## config.mk

```make
export PLATFORM = sky130hd
export DESIGN_NAME = multiwave_tone_generator
export DESIGN_NICKNAME = d
export VERILOG_FILES = /design/src/hdl/mwtg_pkg.sv /design/src/hdl/multiwave_tone_generator.sv
export SDC_FILE = /design/constraint.sdc
export NUM_CORES = 2
export LEC_CHECK = 0
export BUFFER_PORTS_ARGS = -buffer_cell sky130_fd_sc_hd__buf_2
export CORE_ASPECT_RATIO = 1.5
export CORE_MARGIN = 2
export CORE_UTILIZATION = 23
export CTS_BUF_LIST = sky130_fd_sc_hd__clkbuf_8
export DETAILED_ROUTE_END_ITERATION = 12
export PLACE_DENSITY = 0.44
export SLEW_MARGIN = 20
export SYNTH_ARGS = -nofsm -noshare
export SYNTH_HDL_FRONTEND = slang
export SYNTH_SLANG_ARGS = --single-unit
export TNS_END_PERCENT = 1
```

## constraint.sdc

```tcl
create_clock -name i_clk -period 22 [get_ports i_clk]
set_clock_uncertainty 0.1 [all_clocks]
set_input_delay 2.2 -clock i_clk [delete_from_list [all_inputs] [get_ports i_clk]]
set_output_delay 2.2 -clock i_clk [all_outputs]
set_load 0.005 [all_outputs]
```

## src/hdl/mwtg_pkg.sv

```systemverilog
// ----------------------------------------------------------------------------
// mwtg_pkg
// Types and constants for the multiwave tone generator: register map,
// waveform codes, noise generator and fixed-point scaling constants.
// ----------------------------------------------------------------------------
package mwtg_pkg;

    typedef enum logic [2:0] {
        CFG_WAVE_SELECT    = 3'd0,
        CFG_FREQ_STEP      = 3'd1,
        CFG_PHASE_OFFSET   = 3'd2,
        CFG_VOLUME_PERCENT = 3'd3,
        CFG_FORCE_PLAY     = 3'd4
    } t_cfg_reg;

    typedef enum logic [2:0] {
        WAVE_SINE     = 3'd0,
        WAVE_SQUARE   = 3'd1,
        WAVE_TRIANGLE = 3'd2,
        WAVE_SAWTOOTH = 3'd3,
        WAVE_NOISE    = 3'd4
    } t_wave;

    localparam int          CFG_INDEX_W   = 3;
    localparam int          CFG_DATA_W    = 32;

    localparam logic [15:0] LFSR_SEED     = 16'hACE1;
    localparam logic [15:0] LFSR_TAPS     = 16'hB400;

    localparam logic [14:0] FULL_SCALE    = 15'h7FFF;
    localparam logic [14:0] SQ_DEADBAND   = 15'd32;

    localparam logic [6:0]  VOL_RESET     = 7'd100;
    localparam logic [6:0]  VOL_MAX       = 7'd100;
    localparam logic [5:0]  ROUND_HALF    = 6'd50;

    // floor(x / 100) == (x * DIV100_MUL) >> DIV100_SHIFT for x < 2^22
    localparam logic [22:0] DIV100_MUL    = 23'd5368710;
    localparam int          DIV100_SHIFT  = 29;

    // quarter-wave table generation (Q30 Taylor series of sin)
    localparam logic [63:0] HALF_PI_Q30   = 64'd1686629713;
    localparam int          TAYLOR_TERMS  = 9;
    localparam logic [63:0] TAYLOR_DIV [1:TAYLOR_TERMS] = '{
        64'd6, 64'd20, 64'd42, 64'd72, 64'd110, 64'd156, 64'd210, 64'd272, 64'd342
    };

endpackage

```

## src/hdl/multiwave_tone_generator.sv

```systemverilog
// ----------------------------------------------------------------------------
// multiwave_tone_generator
// Direct digital synthesis tone source: sine, square, triangle, sawtooth
// or LFSR noise, scaled by a volume in percent, as signed Q1.15 samples.
// ----------------------------------------------------------------------------
// Usage
//   Input channel (i_valid / o_ready / i_play): each transfer is one sample
//   tick. The phase accumulator and the noise LFSR advance on every transfer,
//   sounding or not.
//   Output channel (o_valid / i_ready / o_sample): one sample per input
//   transfer, in order.
//   Config channel (i_cfg_valid / o_cfg_ready / i_cfg_index / i_cfg_data):
//   always ready; write only while no tick is in flight. Unknown indexes
//   are ignored.
//   A transfer moves through r_v1, r_v2, r_v3, r_vo to o_valid. Throughput:
//   one tick per cycle while i_ready is high, set by the four-stage pipeline
//   (phase/LFSR, waveform, gain multiply, divide-by-100 multiply with output
//   register). A stalled receiver holds the output register; stages behind it
//   keep filling bubbles, and o_ready drops once all four stages are full.
//   Reset: pipeline empty, accumulator zero, LFSR at its seed, volume 100,
//   all other configuration registers zero; sample data registers not reset.
// ----------------------------------------------------------------------------
module multiwave_tone_generator #(
    parameter int PHASE_BITS       = 32,
    parameter int SINE_TABLE_DEPTH = 256,
    parameter int SAMPLE_BITS      = 16
) (
    input  logic                               i_clk,
    input  logic                               i_rst_n,

    input  logic                               i_valid,
    output logic                               o_ready,
    input  logic                               i_play,

    output logic                               o_valid,
    input  logic                               i_ready,
    output logic signed [SAMPLE_BITS-1:0]      o_sample,

    input  logic                               i_cfg_valid,
    output logic                               o_cfg_ready,
    input  logic [mwtg_pkg::CFG_INDEX_W-1:0]   i_cfg_index,
    input  logic [mwtg_pkg::CFG_DATA_W-1:0]    i_cfg_data
);
    import mwtg_pkg::*;

    localparam int IDX_W  = $clog2(SINE_TABLE_DEPTH + 1);
    localparam int LUT_AW = $clog2(SINE_TABLE_DEPTH);

    typedef logic [14:0] t_lut [SINE_TABLE_DEPTH];

    function automatic t_lut build_sine_lut();
        t_lut        lut;
        logic [63:0] x;
        logic [63:0] x2;
        logic [63:0] term;
        logic [63:0] sum;
        logic [63:0] v;
        for (int i = 0; i < SINE_TABLE_DEPTH; i++) begin
            x    = (HALF_PI_Q30 * 64'(i)) / 64'(SINE_TABLE_DEPTH);
            x2   = (x * x) >> 30;
            term = x;
            sum  = x;
            for (int k = 1; k <= TAYLOR_TERMS; k++) begin
                term = ((term * x2) >> 30) / TAYLOR_DIV[k];
                if (k % 2 == 1) begin
                    sum = sum - term;
                end else begin
                    sum = sum + term;
                end
            end
            v = (sum * 64'd32767 + (64'd1 << 29)) >> 30;
            if (v > 64'(FULL_SCALE)) begin
                v = 64'(FULL_SCALE);
            end
            lut[i] = v[14:0];
        end
        return lut;
    endfunction

    localparam t_lut SINE_LUT = build_sine_lut();

    // configuration
    logic [2:0]            r_wave_sel;
    logic [31:0]           r_freq_step;
    logic [15:0]           r_phase_off;
    logic [6:0]            r_volume;
    logic                  r_force_play;

    // state
    logic [PHASE_BITS-1:0] r_accum;
    logic [15:0]           r_lfsr;
    logic [15:0]           n_lfsr;

    // pipeline
    logic                  r_v1, r_v2, r_v3, r_vo;
    logic                  adv1, adv2, adv3, adv_o;
    logic                  in_xfer;

    logic [15:0]           r_p1;
    logic [15:0]           r_noise1;
    logic                  r_act1;
    logic signed [15:0]    r_raw2;
    logic [21:0]           r_num3;
    logic                  r_neg3;
    logic signed [15:0]    r_sample;

    // stage 2 combinational
    logic [1:0]            quad;
    logic [IDX_W+13:0]     idx_prod;
    logic [IDX_W-1:0]      idx_fwd;
    logic [IDX_W-1:0]      idx;
    logic [14:0]           sine_mag;
    logic signed [15:0]    sine_val;
    logic [16:0]           tri_d;
    logic signed [15:0]    tri_val;
    logic signed [15:0]    n_raw;

    // stage 3 combinational
    logic [16:0]           raw_abs;
    logic [6:0]            vol_eff;
    logic [21:0]           num_full;

    // output stage combinational
    logic [44:0]           quot_prod;
    logic [15:0]           quot;
    logic signed [15:0]    n_sample;

    assign o_cfg_ready = 1'b1;
    assign in_xfer     = i_valid && o_ready;

    assign adv_o   = !r_vo || i_ready;
    assign adv3    = !r_v3 || adv_o;
    assign adv2    = !r_v2 || adv3;
    assign adv1    = !r_v1 || adv2;
    assign o_ready = adv1;
    assign o_valid = r_vo;

    always_ff @(posedge i_clk) begin
        if (!i_rst_n) begin
            r_wave_sel   <= '0;
            r_freq_step  <= '0;
            r_phase_off  <= '0;
            r_volume     <= VOL_RESET;
            r_force_play <= 1'b0;
        end else if (i_cfg_valid && o_cfg_ready) begin
            case (i_cfg_index)
                CFG_WAVE_SELECT:    r_wave_sel   <= i_cfg_data[2:0];
                CFG_FREQ_STEP:      r_freq_step  <= i_cfg_data[31:0];
                CFG_PHASE_OFFSET:   r_phase_off  <= i_cfg_data[15:0];
                CFG_VOLUME_PERCENT: r_volume     <= i_cfg_data[6:0];
                CFG_FORCE_PLAY:     r_force_play <= i_cfg_data[0];
                default: ;
            endcase
        end
    end

    // Galois LFSR, shift right
    assign n_lfsr = r_lfsr[0] ? ((r_lfsr >> 1) ^ LFSR_TAPS) : (r_lfsr >> 1);

    always_ff @(posedge i_clk) begin
        if (!i_rst_n) begin
            r_accum <= '0;
            r_lfsr  <= LFSR_SEED;
            r_v1    <= 1'b0;
            r_v2    <= 1'b0;
            r_v3    <= 1'b0;
            r_vo    <= 1'b0;
        end else begin
            if (in_xfer) begin
                r_accum <= r_accum + PHASE_BITS'(r_freq_step);
                r_lfsr  <= n_lfsr;
            end
            if (adv1) r_v1 <= i_valid;
            if (adv2) r_v2 <= r_v1;
            if (adv3) r_v3 <= r_v2;
            if (adv_o) r_vo <= r_v3;
        end
    end

    // stage 2: waveform
    always_comb begin
        quad     = r_p1[15:14];
        idx_prod = (IDX_W + 14)'(r_p1[13:0]) * (IDX_W + 14)'(SINE_TABLE_DEPTH);
        idx_fwd  = idx_prod[IDX_W+13:14];
        idx      = quad[0] ? (IDX_W'(SINE_TABLE_DEPTH) - idx_fwd) : idx_fwd;
        sine_mag = (idx == IDX_W'(SINE_TABLE_DEPTH)) ? FULL_SCALE
                                                     : SINE_LUT[idx[LUT_AW-1:0]];
        sine_val = quad[1] ? -$signed({1'b0, sine_mag}) : $signed({1'b0, sine_mag});

        tri_d    = r_p1[15] ? {2'b00, r_p1[14:0]} : (17'd32768 - {2'b00, r_p1[14:0]});
        tri_val  = tri_d[15] ? $signed({1'b0, FULL_SCALE})
                             : $signed({tri_d[14:0], 1'b0} ^ 16'h8000);

        case (r_wave_sel)
            WAVE_SINE:     n_raw = sine_val;
            WAVE_SQUARE: begin
                if (sine_mag <= SQ_DEADBAND) begin
                    n_raw = '0;
                end else begin
                    n_raw = quad[1] ? -$signed({1'b0, FULL_SCALE})
                                    : $signed({1'b0, FULL_SCALE});
                end
            end
            WAVE_TRIANGLE: n_raw = tri_val;
            WAVE_SAWTOOTH: n_raw = $signed({~r_p1[15], r_p1[14:0]});
            WAVE_NOISE:    n_raw = $signed(r_noise1);
            default:       n_raw = '0;
        endcase

        if (!r_act1) begin
            n_raw = '0;
        end
    end

    // stage 3: gain, with rounding bias for the divide
    always_comb begin
        raw_abs  = r_raw2[15] ? (17'd0 - 17'(r_raw2)) : 17'(r_raw2);
        vol_eff  = (r_volume > VOL_MAX) ? VOL_MAX : r_volume;
        num_full = 22'(raw_abs) * 22'(vol_eff) + 22'(ROUND_HALF);
    end

    // output stage: divide by 100, restore sign
    always_comb begin
        quot_prod = 45'(r_num3) * 45'(DIV100_MUL);
        quot      = quot_prod[DIV100_SHIFT +: 16];
        n_sample  = r_neg3 ? $signed(16'd0 - quot) : $signed(quot);
    end

    always_ff @(posedge i_clk) begin
        if (adv1) begin
            r_p1     <= r_accum[PHASE_BITS-1 -: 16] + r_phase_off;
            r_noise1 <= n_lfsr;
            r_act1   <= i_play || r_force_play;
        end
        if (adv2) begin
            r_raw2 <= n_raw;
        end
        if (adv3) begin
            r_num3 <= num_full;
            r_neg3 <= r_raw2[15];
        end
        if (adv_o) begin
            r_sample <= n_sample;
        end
    end

    generate
        if (SAMPLE_BITS >= 16) begin : g_sext
            assign o_sample = SAMPLE_BITS'(r_sample);
        end else begin : g_trunc
            assign o_sample = r_sample[SAMPLE_BITS-1:0];
        end
    endgenerate

    a_lfsr_nonzero: assert property (@(posedge i_clk) disable iff (!i_rst_n)
        r_lfsr != 16'd0)
        else $error("noise LFSR reached the all-zero lock-up state");

    a_accum_step: assert property (@(posedge i_clk) disable iff (!i_rst_n)
        in_xfer |=> r_accum == $past(r_accum + PHASE_BITS'(r_freq_step)))
        else $error("phase accumulator did not advance by the tuning step");

    a_accum_hold: assert property (@(posedge i_clk) disable iff (!i_rst_n)
        !in_xfer |=> $stable(r_accum) && $stable(r_lfsr))
        else $error("phase or noise state moved without an input transfer");

    a_out_hold: assert property (@(posedge i_clk) disable iff (!i_rst_n)
        r_vo && !i_ready |=> r_vo && $stable(r_sample))
        else $error("output register moved while the output was stalled");

endmodule
```

==> flow_summary.json <==
{
  "gp_congestion": 0.919,
  "postCtsSetupRepairBufs": 0,
  "area_delta_synth_final_pct": 8.12,
  "largest_net_degree_at_the_start_of_global_routing": 91,
  "yosys.cell_count.top_type": "sky130_fd_sc_hd__nand2_1",
  "crit_path_end_kind": "register",
  "cts_resized": 0,
  "dominantRegCellSynth": "sky130_fd_sc_hd__dfxtp_1",
  "wl_um": 101000,
  "synth_largest_type_area_fraction_pct": 18.1,
  "clock_latency_ps": 600,
  "final-max-slew-violation-count": 0,
  "report.final.setup_viol": 0,
  "fin_crit_sh_pct": 37.6,
  "timing.critical_path.cells": "ha_1 > inv_1 > fa_1 > fa_1 > fa_1 > inv_1 > fa_1 > fa_1 > inv_1 > fa_1 > inv_1 > ha_1 > a21oi_1 > o21ai_1 > or4_1 > a211oi_2 > o41ai_2 > or3_1 > and2_1 > or4b_1 > or3_1 > o41ai_1 > xnor2_1",
  "clk_path_buf_depth": 2,
  "clk_root_buffer_cell": "sky130_fd_sc_hd__clkbuf_8",
  "drt_first_pass_iters": 6,
  "antenna_found_initial": 2,
  "post_synth_and_or_nand_nor_area_fraction_pct": 15.8,
  "cts-buffers-inserted": 17,
  "floorplan.die_area_mm2": 0.127,
  "yosysWarningCount": 0,
  "final_layout_size_suffix_gt1_share_pct": 6.21,
  "routedWlPerCell_um": 20.6,
  "gr-total-overflow": 0,
  "synth_enable_flop_cells": 88,
  "grt_pass1_wl_um": 153000,
  "grt_setup_unrepaired": "no",
  "postRouteAntennaNets": 0,
  "groute.usage.overall_pct": 15.8,
  "setup_ws_ps": 13740,
  "path_common_cell": "sky130_fd_sc_hd__fa_1",
  "tightestPinTransition_ps": 1180,
  "async_flop_share_pct": 0,
  "synth_cell_type_count": 97,
  "synth-xor-area-share_pct": 4.81,
  "die_w_um": 291,
  "synth-adder-area-share_pct": 33.6,
  "startpoint_type": "register",
  "worstSetupPathType": "register to register",
  "cp_top_family": "adder cells",
  "outcome": "finished, final reports clean",
  "timing_hold_violations_final": 0,
  "worst_ep_arrival_time_ps": 8490,
  "hp-class": "register to register",
  "path_clk_slew_ps": 120,
  "cp_num_buf_inv": 4,
  "port-buffer-count": 58,
  "die-height_um": 435,
  "dr_total_vias": 24108,
  "cts-hold-fix-buffers": 0,
  "tritoncts_num_sinks": 199,
  "vias_in_the_first_global_route": 24972,
  "synth_sequential_area_ratio_pct": 17.1,
  "fraction_of_the_mapped_netlist_area_in_compound_gates_pct": 19.3,
  "postSynthAreaPerCell_um2": 8.52,
  "postSynthRegisterBits": 199,
  "cts.htree.levels": 4,
  "final.min_clock_period_ps": 8260,
  "route.detailed.drc": 0,
  "synthDominantAreaCellType": "sky130_fd_sc_hd__fa_1",
  "ios": 60,
  "core_area_mm2": 0.123,
  "placed_cells": 4867,
  "cpMaxStageDelayCell": "sky130_fd_sc_hd__edfxtp_1",
  "synth_commonest_cells": "sky130_fd_sc_hd__nand2_1, sky130_fd_sc_hd__inv_1, sky130_fd_sc_hd__ha_1, sky130_fd_sc_hd__fa_1, sky130_fd_sc_hd__nor2_1",
  "crit_fanout": 8,
  "max_slew_headroom_pct": 20.5,
  "timing.max_cap.violations": 0,
  "drtIter0Drc": 1545,
  "syn-instance-count": 3340,
  "drt-vias-per-instance": 4.92,
  "top_cells_by_area_in_the_synthesized_netlist": "sky130_fd_sc_hd__fa_1, sky130_fd_sc_hd__ha_1, sky130_fd_sc_hd__edfxtp_1",
  "floorplan.rows": 158,
  "final-instance-count-excl-fill": 4900,
  "crit_path_largest_cell_delay_ps": 610,
  "main_combinational_cell_family_by_area_after_synthesis": "adder cells",
  "syn-cell-area_mm2": 0.0284,
  "final_util_pct": 25.0,
  "effective_utilization_at_floorplan_pct": 23.1,
  "detailedPlace.worstSlack_ps": 13720,
  "place.detailed.hpwl_um": 80100,
  "synth.mux.area_fraction_pct": 1.31,
  "num-nets-final": 3936,
  "cts_tree": "yes",
  "final.setup.tns_ps": 0,
  "worst-endpoint-required_ps": 22230,
  "fmax_ghz": 0.121
}
==> layer usage <==
layer / vias up / GRT usage [%] / share of wire [%]
met5: - / 0 / 0
met4: 0 / 7.88 / 5.0
met3: 205 / 1.64 / 3.5
met2: 626 / 29.6 / 53
met1: 11757 / 17.4 / 38
li1: 11520 / - / -
==> per-stage QoR <==
stage / cell area [um^2] / hold WS (ps)
floorplan: 28500 / 306
global route: 30800 / 391
finish: 30800 / 369
global placement: 30300 / 339
CTS: 30800 / 373
detailed placement: 30300 / 342
==> worst paths after layout <==
check	cells past startpoint	slack, ps	startpoint	to
worst max-delay path	23	13740	r_num3[12]$_DFFE_PP_	o_sample[15]$_DFFE_PP_
worst min-delay path	0	370	r_lfsr[4]$_SDFFE_PN0P_	r_noise1[3]$_DFFE_PN_
worst max register to register	23	13740	r_num3[12]$_DFFE_PP_	o_sample[15]$_DFFE_PP_
worst min register to register	0	370	r_lfsr[4]$_SDFFE_PN0P_	r_noise1[3]$_DFFE_PN_
==> cells in the final DEF (no fill, tap or decap), types with 33 or more instances in the layout <==
cell,instances
sky130_fd_sc_hd__nand2_1,367
sky130_fd_sc_hd__inv_1,359
sky130_fd_sc_hd__ha_1,351
sky130_fd_sc_hd__fa_1,257
sky130_fd_sc_hd__nor2_1,225
sky130_fd_sc_hd__a21oi_1,184
sky130_fd_sc_hd__o21ai_0,166
sky130_fd_sc_hd__dfxtp_1,111
sky130_fd_sc_hd__xnor2_1,105
sky130_fd_sc_hd__edfxtp_1,88
sky130_fd_sc_hd__a21boi_0,69
sky130_fd_sc_hd__nor3_1,68
sky130_fd_sc_hd__nand3_1,61
sky130_fd_sc_hd__buf_2,58
sky130_fd_sc_hd__a211oi_1,56
sky130_fd_sc_hd__buf_4,55
sky130_fd_sc_hd__xor2_1,48
sky130_fd_sc_hd__nor2b_1,47
sky130_fd_sc_hd__a31oi_1,39
sky130_fd_sc_hd__nand2b_1,36
sky130_fd_sc_hd__and2_1,34
sky130_fd_sc_hd__o211ai_1,33
==> final cells by class <==
| cell class | count | area (um^2) |
|---|---|---|
| tap | 1600 | 2000 |
| timing repair buffer | 113 | 703 |
| inverter | 365 | 1380 |
| antenna | 1 | 2.50 |
| clock inverter | 15 | 235 |
| multi-input combinational | 2590 | 21300 |
| sequential | 199 | 4860 |
| fill | 13444 | 92400 |
| clock buffer | 17 | 234 |
==> state kept, by name (all words and copies together) (netlist names) <==
name,cells
r_force_play,1
r_raw2,16
r_v2,1
r_p1,16
r_neg3,1
r_accum,32
r_lfsr,16
r_v1,1
r_freq_step,32
r_noise1,16
r_phase_off,16
r_num3,22
r_volume,7
r_wave_sel,3
r_act1,1
o_valid,1
r_v3,1
o_sample,16
==> kinds of logic after synthesis <==
family,after synthesis
compound gates,820
flops,199
xor+xnor,154
simple gates,967
other cells,2
mux,34
buf+inv,555
fa+ha+maj,609
Power is not shown: default switching activity piles up to over one toggle a cycle in this logic, so the estimate is an artifact.
